`src/rtl/prime_trial_division_generator_assert.svh`:
```
// ---------------------------------------------------------------------------
// Prime trial division generator assertion macros
// Shared concurrent assertion forms, clocked on clk_i and disabled in reset.
// ---------------------------------------------------------------------------
`ifndef PRIME_TRIAL_DIVISION_GENERATOR_ASSERT_SVH
`define PRIME_TRIAL_DIVISION_GENERATOR_ASSERT_SVH

// Consequent must hold in the same cycle as the antecedent.
`define PTDG_ASSERT_NOW(label, ante, cons) \
  label: assert property (@(posedge clk_i) disable iff (!rst_ni) (ante) |-> (cons)) \
    else $error("ptdg: same-cycle check failed");

// Consequent must hold in the cycle after the antecedent.
`define PTDG_ASSERT_NEXT(label, ante, cons) \
  label: assert property (@(posedge clk_i) disable iff (!rst_ni) (ante) |=> (cons)) \
    else $error("ptdg: next-cycle check failed");

`endif

```
`src/rtl/ptdg_pkg.sv`:
```
// ---------------------------------------------------------------------------
// Prime trial division generator package
// Types and fixed constants shared by the generator and its remainder unit.
// ---------------------------------------------------------------------------
package ptdg_pkg;

  // Width of the run length register and of the ordinal field.
  localparam int unsigned COUNT_W = 14;
  // Width of one stored prime.
  localparam int unsigned ENTRY_W = 14;
  // Width of the square of a stored prime.
  localparam int unsigned SQ_W    = 2 * ENTRY_W;
  // Width of the status field.
  localparam int unsigned STS_W   = 2;

  typedef enum logic [STS_W-1:0] {
    ST_PRIME = 2'd0,
    ST_DONE  = 2'd1,
    ST_ABORT = 2'd2
  } status_e;

  typedef enum logic [3:0] {
    S_IDLE,
    S_DECIDE,
    S_RD,
    S_MUL,
    S_CMP,
    S_DIV,
    S_FOUND,
    S_COUNT,
    S_EMIT
  } state_e;

  // Status returned by the remainder unit.
  typedef struct packed {
    logic busy;
    logic done;
    logic zero;
  } rem_sts_t;

endpackage

```
`src/rtl/ptdg_rem_unit.sv`:
```
// ---------------------------------------------------------------------------
// Prime trial division remainder unit
// Bit-serial restoring division that reports whether the remainder is zero.
// ---------------------------------------------------------------------------
module ptdg_rem_unit #(
  parameter int unsigned DW = 18
) (
  input  logic                      clk_i,
  input  logic                      rst_ni,
  input  logic                      start_i,
  input  logic [DW-1:0]             dividend_i,
  input  logic [ptdg_pkg::ENTRY_W-1:0] divisor_i,
  output ptdg_pkg::rem_sts_t        sts_o
);
  import ptdg_pkg::*;

  localparam int unsigned CNTW = $clog2(DW + 1);

  logic                busy_q, busy_d;
  logic                done_q, done_d;
  logic [CNTW-1:0]     cnt_q, cnt_d;
  logic [DW-1:0]       dvd_q, dvd_d;
  logic [ENTRY_W-1:0]  div_q, div_d;
  logic [ENTRY_W-1:0]  rem_q, rem_d;
  logic [ENTRY_W:0]    rem_sh;

  // One quotient bit per cycle; the partial remainder always stays below the divisor.
  always_comb begin
    busy_d = busy_q;
    done_d = 1'b0;
    cnt_d  = cnt_q;
    dvd_d  = dvd_q;
    div_d  = div_q;
    rem_d  = rem_q;
    rem_sh = {rem_q, dvd_q[DW-1]};
    if (start_i) begin
      busy_d = 1'b1;
      cnt_d  = CNTW'(DW);
      dvd_d  = dividend_i;
      div_d  = divisor_i;
      rem_d  = '0;
    end else if (busy_q) begin
      if (rem_sh >= {1'b0, div_q}) begin
        rem_d = ENTRY_W'(rem_sh - {1'b0, div_q});
      end else begin
        rem_d = rem_sh[ENTRY_W-1:0];
      end
      dvd_d = {dvd_q[DW-2:0], 1'b0};
      cnt_d = cnt_q - CNTW'(1);
      if (cnt_q == CNTW'(1)) begin
        busy_d = 1'b0;
        done_d = 1'b1;
      end
    end
  end

  always_ff @(posedge clk_i or negedge rst_ni) begin
    if (!rst_ni) begin
      busy_q <= 1'b0;
      done_q <= 1'b0;
      cnt_q  <= '0;
    end else begin
      busy_q <= busy_d;
      done_q <= done_d;
      cnt_q  <= cnt_d;
    end
  end

  always_ff @(posedge clk_i) begin
    dvd_q <= dvd_d;
    div_q <= div_d;
    rem_q <= rem_d;
  end

  assign sts_o.busy = busy_q;
  assign sts_o.done = done_q;
  assign sts_o.zero = (rem_q == '0);

endmodule

```
`config.mk`:
```
export PLATFORM = sky130hd
export DESIGN_NAME = ptdg_rem_unit
export DESIGN_NICKNAME = d
export VERILOG_FILES = /design/src/rtl/prime_trial_division_generator_assert.svh /design/src/rtl/ptdg_pkg.sv /design/src/rtl/ptdg_rem_unit.sv
export SDC_FILE = /design/constraint.sdc
export NUM_CORES = 1
export LEC_CHECK = 0
export BUFFER_PORTS_ARGS = -buffer_cell sky130_fd_sc_hd__buf_2
export CAP_MARGIN = 15
export CORE_ASPECT_RATIO = 1.75
export CORE_UTILIZATION = 35
export DETAILED_ROUTE_END_ITERATION = 6
export GPL_TIMING_DRIVEN = 0
export PLACE_DENSITY_LB_ADDON = 0.12
export SLEW_MARGIN = 20
export SYNTH_ARGS = -nofsm -noshare
export SYNTH_HDL_FRONTEND = slang
export SYNTH_SLANG_ARGS = --single-unit
```
`constraint.sdc`:
```
create_clock -name clk_i -period 6.6 [get_ports clk_i]
set_input_delay 1.32 -clock clk_i [delete_from_list [all_inputs] [get_ports clk_i]]
set_output_delay 1.32 -clock clk_i [all_outputs]
set_load 0.03 [all_outputs]
```
## Word-level counts from Yosys, hierarchy flattened

Index checks and enable logic that the tools add are counted.

| word-level totals | value |
|---|---|
| output and inout bits | 3 |
| memories | 0 |
| ROM bits | 0 |
| flip-flop bits (word level) | 53 |
| latch bits | 0 |
| RAM bits | 0 |

| operators by class | value |
|---|---|
| reduce and logical (&&, ||, !) cells | 2 |
| equal/unequal tests | 1 |
| divide/modulo/power cells | 0 |
| multipliers | 0 |
| $add $sub $neg | 2 |
| multiplexer cells | 11 |
| bitwise gates (word level) | 0 |
| order comparisons | 1 |
| shifts and indexed selects | 0 |

Operators with widths:

| operator | count |
|---|---|
| $mux 18 | 2 |
| $ge 15x14->1 | 1 |
| $logic_not 14->1 | 1 |
| $mux 14 | 1 |
| $sub 14x14->14 | 1 |
| $mux 5 | 2 |
| $mux 1 | 6 |
| $eq 5x1->1 const B | 1 |
| $sub 5x1->5 const B | 1 |
| $reduce_bool 2->1 | 1 |

## Depth between registers and ports, before layout

Gate-level depths: netlist (run 1).

| logic depth | value |
|---|---|
| depth after elaboration | 4 |
| depth in mapped cells | 10 |

## Worst setup path before layout (run 1)

No wires, ideal clock.

| timing | value |
|---|---|
| path kind | reg2out |
| start | reg rem_q[3] |
| end | out sts_o[0] (netlist name) |
| path buffers | 0 |
| setup slack | 3.497 ns |
| data arrival time | 1.783 ns |
| cell stages (with the launch flop) | 3 |
| data required time | 5.280 ns |
| path through | dfxtp_1 > or4_1 > nor4_1 |

RTL lines:

| what | RTL line | source |
|---|---|---|
| start: declaration | ptdg_rem_unit.sv:24 | `logic [ENTRY_W-1:0] rem_q, rem_d;` |
| start signal: assignment | ptdg_rem_unit.sv:72 | `rem_q <= rem_d;` |
| end: declaration | ptdg_rem_unit.sv:13 | `output ptdg_pkg::rem_sts_t sts_o` |

==> reports/summary.txt, run 1 <==
Status -> finished clean
Die footprint -> 8930 sq um
Post-Syn Area -> 2990 sq um
Post-synth top area share -> 0.321
Setup bufs post-CTS -> 0
Top post-synthesis cells by area -> edfxtp_1, dfxtp_1, ha_1
Initial antenna violation count -> 0
First-pass GRT wire length -> 11,300 um
CTS tree -> done
Die height -> 124 um
Final nets -> 374
Clk_lat worst skew -> 0.30 ns
Number of synthesized register bits -> 53
Cell variety after synth -> 58
CTS Sinks -> 53
Fill cells -> 841
CP max stage cell -> or4_1
Die Width -> 71.9 um
Worst VDD drop -> 0.179 mV
Area grow syn2layout -> 16.0%
Leak -> 0.00146 uW
Port Buffer Count -> 37
Drt first pass iters -> 4
Fmax -> 0.329 GHz
Cell taking the most area after synthesis -> edfxtp_1
Worst Setup Path Type -> reg2out
Crit path launch type -> register
Layout cells sized above 1 -> 0.235
Worst min path class -> reg2reg
CTS buffer count -> 5
Syn Inst Count -> 278
# diodes -> 0
Avg Vias per Cell -> 5.04
Placed cell count -> 430
Max-Slew Margin vs Limit -> 0.551
H-Tree Depth -> 2
Final period util -> 0.461
Top FF cell, synth -> edfxtp_1
CP Capture Type -> primary output
Initial core utilization -> 0.360
Arrival time worst endpoint -> 1.72 ns
Cell Pwr Density -> 230 nW/um^2
Cts repair resizes -> 0
DRC violations left -> 0
HPWL Detailed -> 5240 um
Clock transition at path regs -> 0.07 ns
Crit path cell chain -> or4_1 -> nor4_1 -> buf_2
Max clock buf depth -> 2
Vias -> 2,208
Minimum clock period -> 3.04 ns
Final ANT Viol Nets -> 0
Drt total wl -> 6820 um
Vias in the first global route -> 2,336
Non-filler cells, final -> 438
Mean Syn Cell Area -> 10.8 sq um
RSZ-0062 raised after global routing -> false
Hold-fix buffers, CTS -> 0
Seq/Total Area, Yosys -> 0.474
Post-synth net total -> 330
YS warnings -> 0
GR Util All Layers -> 0.167
Final hold violations -> 0
Count of final setup violators -> 0
Slew @ Worst Pin -> 0.673 ns
Total gr overflow -> 0
Routability Congestion -> 0.839
Cell Rows -> 44
Maxcap violations -> 0
Final TNS setup -> 0 ns
Core Area -> 8310 sq um
Post-synth EDFFs -> 32
Pin count of the biggest net entering global routing -> 19
Clock Skews -> 0.0106 ns
Crit-path max FO -> 4
Initial DRC count -> 81
Routed len/inst -> 15.6 um
Final Max Slew Viols -> 0
CP max stage delay -> 0.53 ns
Async S/R FF share, synth -> 0.132
Critical Path RT -> 5.28 ns
IO Pins -> 38
Root buf cell -> clkbuf_16
==> flip-flops by register name (all words and copies together) (netlist names) <==
name / count
dvd_q: 18
cnt_q: 5
rem_q: 14
done_q: 1
busy_q: 1
div_q: 14
==> path summary, 6_finish.rpt <==
path	start	to	slack, ns	cells past startpoint
worst max-delay path	rem_q[3]$_SDFFE_PP0P_	sts_o[0]	3.56	3
worst min-delay path	cnt_q[4]$_DFFE_PN0P_	cnt_q[4]$_DFFE_PN0P_	0.54	2
worst max register to register	dvd_q[17]$_DFFE_PP_	rem_q[12]$_SDFFE_PP0P_	3.85	10
worst min register to register	cnt_q[4]$_DFFE_PN0P_	cnt_q[4]$_DFFE_PN0P_	0.54	2
max in group asynchronous	rst_ni	busy_q$_DFF_PN0_	5.60	1
min in group asynchronous	rst_ni	done_q$_DFF_PN0_	0.84	1
==> worst max-delay path: cells and delay by family, from the launching register on <==
kind                   cells  cell delay, ns
buffers and inverters      1            0.26
DFF                        1            0.35
and+or+nand+nor            2            0.81
==> routing by layer <==
layer,share of wire,track usage,up-vias
li1,-,-,1113
met3,0.028,0.0299,10
met1,0.39,0.171,1048
met5,0,0,-
met4,0.022,0.0623,0
met2,0.56,0.321,37
==> kinds of logic (layout without fill, tap and decap cells) <==
| group | count (synthesis) | in the layout | share of synthesized area |
|---|---|---|---|
| and+or+nand+nor | 86 | 86 | 0.145 |
| buffers and inverters | 35 | 80 | 0.0523 |
| AOI/OAI and AO/OA | 56 | 56 | 0.148 |
| DFF | 53 | 53 | 0.474 |
| adders and majority gates | 17 | 17 | 0.0736 |
| xor gates and xnor gates | 11 | 11 | 0.0322 |
| muxes | 20 | 20 | 0.0757 |
==> stage by stage <==
stage	cell area (sq um)	power [uW]	utilization	hold WS, ns	setup slack (ns)
global placement	3320	534	0.399	0.513	3.29
global route	3470	840	0.417	0.562	3.53
detailed placement	3320	536	0.399	0.512	3.30
CTS	3470	808	0.417	0.533	3.56
floorplan	2990	495	-	0.480	3.50
finish	3470	798	0.417	0.536	3.56
==> cells in the final DEF, fill, tap and decap left out, drive strengths merged, types with 6 or more instances in the layout <==
| master | netlist | layout |
|---|---|---|
| xnor2 | 8 | 8 |
| mux2 | 18 | 18 |
| edfxtp | 32 | 32 |
| dfxtp | 14 | 14 |
| buf | 8 | 45 |
| a21o | 6 | 6 |
| clkbuf | 5 | 10 |
| a311oi | 6 | 6 |
| o21ai | 7 | 7 |
| nor2 | 17 | 17 |
| inv | 22 | 24 |
| nand2 | 28 | 28 |
| dfrtp | 7 | 7 |
| a21oi | 8 | 8 |
| ha | 16 | 16 |
==> layout make-up <==
| class | count | area (sq um) | share of cell area |
|---|---|---|---|
| multi-input cells | 190 | 1420 | 0.409 |
| clock inverters | 3 | 25.0 | 0.00721 |
| inverters | 22 | 82.6 | 0.0238 |
| flip-flops and latches | 53 | 1420 | 0.408 |
| well taps | 115 | 144 | 0.0415 |
| repair buffers | 37 | 185 | 0.0534 |
| clock buffers | 5 | 125 | 0.0361 |
| plain buffers | 13 | 73.8 | 0.0213 |
==> power by group <==
part	leakage, uW	switching, uW	internal (uW)	total [uW]
combinational	0.000869	71.2	61.6	133
sequential	0.000525	13.9	380	394
clock	0.0000708	127	144	271
total	0.00146	212	586	798
==> synth_stat cells (all sizes together), types with 2 or more instances <==
cell type and instances:
nand4 5, edfxtp 32, nor2 17, dfxtp 14, a21o 6, nor2b 4, mux2i 2, or3 2
inv 22, a211o 3, a311oi 6, nand2b 5, dfrtp 7, nand4b 2, nor3 3, o21ai 7
nand3 5, xor2 3, a31o 3, ha 16, nand2 28, clkbuf 5, and3 3, nor4b 2
buf 8, mux2 18, a31oi 3, and2 2, nor4 5, a21oi 8, o211ai 5, a211oi 3
xnor2 8, o311ai 2
(Power assumes the default switching activity.)
==> inputs of run 2 (changes only) <==
Clock period 6.6 ns to 2.9 ns, I/O delays scaled along.
==> reports/summary.txt, run 2 (synthesis gave the netlist of run 1 again) <==
Clk_lat worst skew -> 0.30 ns (about the same)
Largest register FFs -> 18 (unchanged)
Layout cells sized above 1 -> 0.238 (+0.00310)
Most common cell after layout, fill and taps aside -> buf_2
Final core occ -> 0.418 (+0.000602)
FF+latch area -> 1420 sq um (unchanged)
Initial core utilization -> 0.360 (unchanged)
Cell Rows -> 44 (unchanged)
Stages on worst setup path -> 10 (+7)
Met1 GRT Util -> 0.171 (unchanged)
Worst VDD drop -> 0.407 mV (+130%)
Leak -> 0.00146 uW (about the same)
CP max stage delay -> 0.43 ns (-0.10 ns)
CP max stage cell -> fa_1
Initial antenna violation count -> 0 (unchanged)
Drt total wl -> 6830 um (+0.15%)
Depth of the worst register-to-register path -> 10 (unchanged)
Avg Vias per Cell -> 5.07 (+0.50%)
GR Util All Layers -> 0.167 (unchanged)
Met3 Use GR -> 0.0299 (unchanged)
Family with the most delay on the worst path -> compound AO/OA/AOI/OAI gates
Cell Pwr Density -> 523 nW/um^2 (+130%)
Fill cells -> 839 (-0.24%)
Root buf cell -> clkbuf_16
RSZ-0062 raised after global routing -> false
Final Max Slew Viols -> 0 (unchanged)
R2R setup slack -> 0.30 ns (-3.55 ns)
Arrival time worst endpoint -> 2.81 ns (+1.09 ns)
IO Pins -> 38 (unchanged)
Met2 usage -> 0.321 (unchanged)
CTS buffer count -> 5 (unchanged)
Gr busiest metal -> met2
Final nets -> 374 (unchanged)
Final TNS setup -> 0 ns (unchanged)
Initial DRC count -> 79 (-2.5%)
Vias -> 2,219 (+0.50%)
Clock Skews -> 0.0109 ns (+0.000324 ns)
CP Capture Type -> register
Max clock buf depth -> 2 (unchanged)
Area grow syn2layout -> 16.2%
Routed len/inst -> 15.6 um (+0.15%)
Final ANT Viol Nets -> 0 (unchanged)
Die footprint -> 8930 sq um (unchanged)
Hold-fix buffers, CTS -> 0 (unchanged)
Final period util -> 0.896
Clock transition at path regs -> 0.08 ns (about the same)
Core Area -> 8310 sq um (unchanged)
Die Width -> 71.9 um (unchanged)
Status -> finished clean
Count of final setup violators -> 0 (unchanged)
Vias in the first global route -> 2,336 (unchanged)
Buf/Inv on CP -> 2 (+1)
Largest register by flop count -> dvd_q
Port Buffer Count -> 37 (unchanged)
CTS Sinks -> 53 (unchanged)
DRC violations left -> 0 (unchanged)
First-pass GRT wire length -> 11,300 um (unchanged)
Setup bufs post-CTS -> 0 (unchanged)
Slew @ Worst Pin -> 0.679 ns (+0.00531 ns)
CTS tree -> done
Pin count of the biggest net entering global routing -> 19 (unchanged)
Routability Congestion -> 0.839 (unchanged)
H-Tree Depth -> 2 (unchanged)
Max-Slew Margin vs Limit -> 0.547 (-0.00355)
Worst min path class -> in2async
Drt first pass iters -> 4 (unchanged)
Most frequent cells in the layout -> buf_2, edfxtp_1, nand2_1
# diodes -> 0 (unchanged)
Crit path cell chain -> inv_1 -> ha_1 -> inv_1 -> fa_1 -> a211oi_1 -> o21ai_0 -> a22oi_2 -> a31o_2 -> o21ai_0 -> a311oi_1
Critical Path RT -> 3.11 ns (-2.17 ns)
Area taken by multi-input logic gates -> 1420 sq um (+0.35%)
Minimum clock period -> 2.60 ns
HPWL Detailed -> 5240 um (unchanged)
Fmax -> 0.385 GHz
Crit path launch type -> register
Biggest regs -> dvd_q x18, div_q x14, rem_q x14
Worst Setup Path Type -> reg2reg
Die height -> 124 um (unchanged)
Maxcap violations -> 0 (unchanged)
Final hold violations -> 0 (unchanged)
Total gr overflow -> 0 (unchanged)
Crit-path max FO -> 4 (unchanged)
-- run 2: cell type report --
class / instances / area share
multi-input cells: 190 / 0.409
flip-flops and latches: 53 / 0.408
repair buffers: 37 / 0.0533
well taps: 115 / 0.0414
clock buffers: 5 / 0.0360
inverters: 22 / 0.0238
plain buffers: 13 / 0.0212
clock inverters: 3 / 0.00720
-- run 2: through the flow --
| stage | power, uW | cells | worst slack, ns | hold WS (ns) | instance area, sq um |
|---|---|---|---|---|---|
| detailed placement | 1220 | 430 | 0.123 | 0.421 | 3320 |
| global placement | 1220 | 430 | 0.115 | 0.426 | 3320 |
| CTS | 1840 | 438 | 0.0921 | 0.104 | 3470 |
| floorplan | 1130 | 278 | 0.537 | 0.284 | 2990 |
| global route | 1910 | 438 | 0.0904 | 0.0988 | 3470 |
| finish | 1820 | 438 | 0.301 | 0.0957 | 3470 |
-- run 2: worst register-to-register path, stage by stage, from the launching register on --
cell and delay, ns:
edfxtp_1 0.37, inv_1 0.08, ha_1 0.17, inv_1 0.06, fa_1 0.43, a211oi_1 0.27
o21ai_0 0.23, a22oi_2 0.35, a31o_2 0.22, o21ai_0 0.08, a311oi_1 0.26
-- run 2: path summary, 6_finish.rpt --
kind	end	startpoint
hold / removal	done_q$_DFF_PN0_	rst_ni
setup / recovery	rem_q[12]$_SDFFE_PP0P_	dvd_q[17]$_DFFE_PP_
setup reg to reg	rem_q[12]$_SDFFE_PP0P_	dvd_q[17]$_DFFE_PP_
max in group asynchronous	busy_q$_DFF_PN0_	rst_ni
hold reg to reg	rem_q[8]$_SDFFE_PP0P_	rem_q[7]$_SDFFE_PP0P_
min in group clk_i	div_q[11]$_DFFE_PP_	divisor_i[11]
-- run 2: metal layers --
metal  vias up  wire (um)  share of wire
li1       1116          -              -
met1      1057       2660           0.39
met2        37       3830           0.56
met3         9        195          0.029
met4         0        146          0.021
met5         -          0              0
-- run 2: report_power, final --
group / switching (uW) / internal (uW)
clock network: 291 / 327
registers: 31.6 / 866
logic: 163 / 141
total: 486 / 1330
-- run 2: what timing repair did --
item	4_1_cts	5_1_grt
endpoints found under the setup margin	0	2
resized for setup	0	1
hold endpoints to repair	0	0
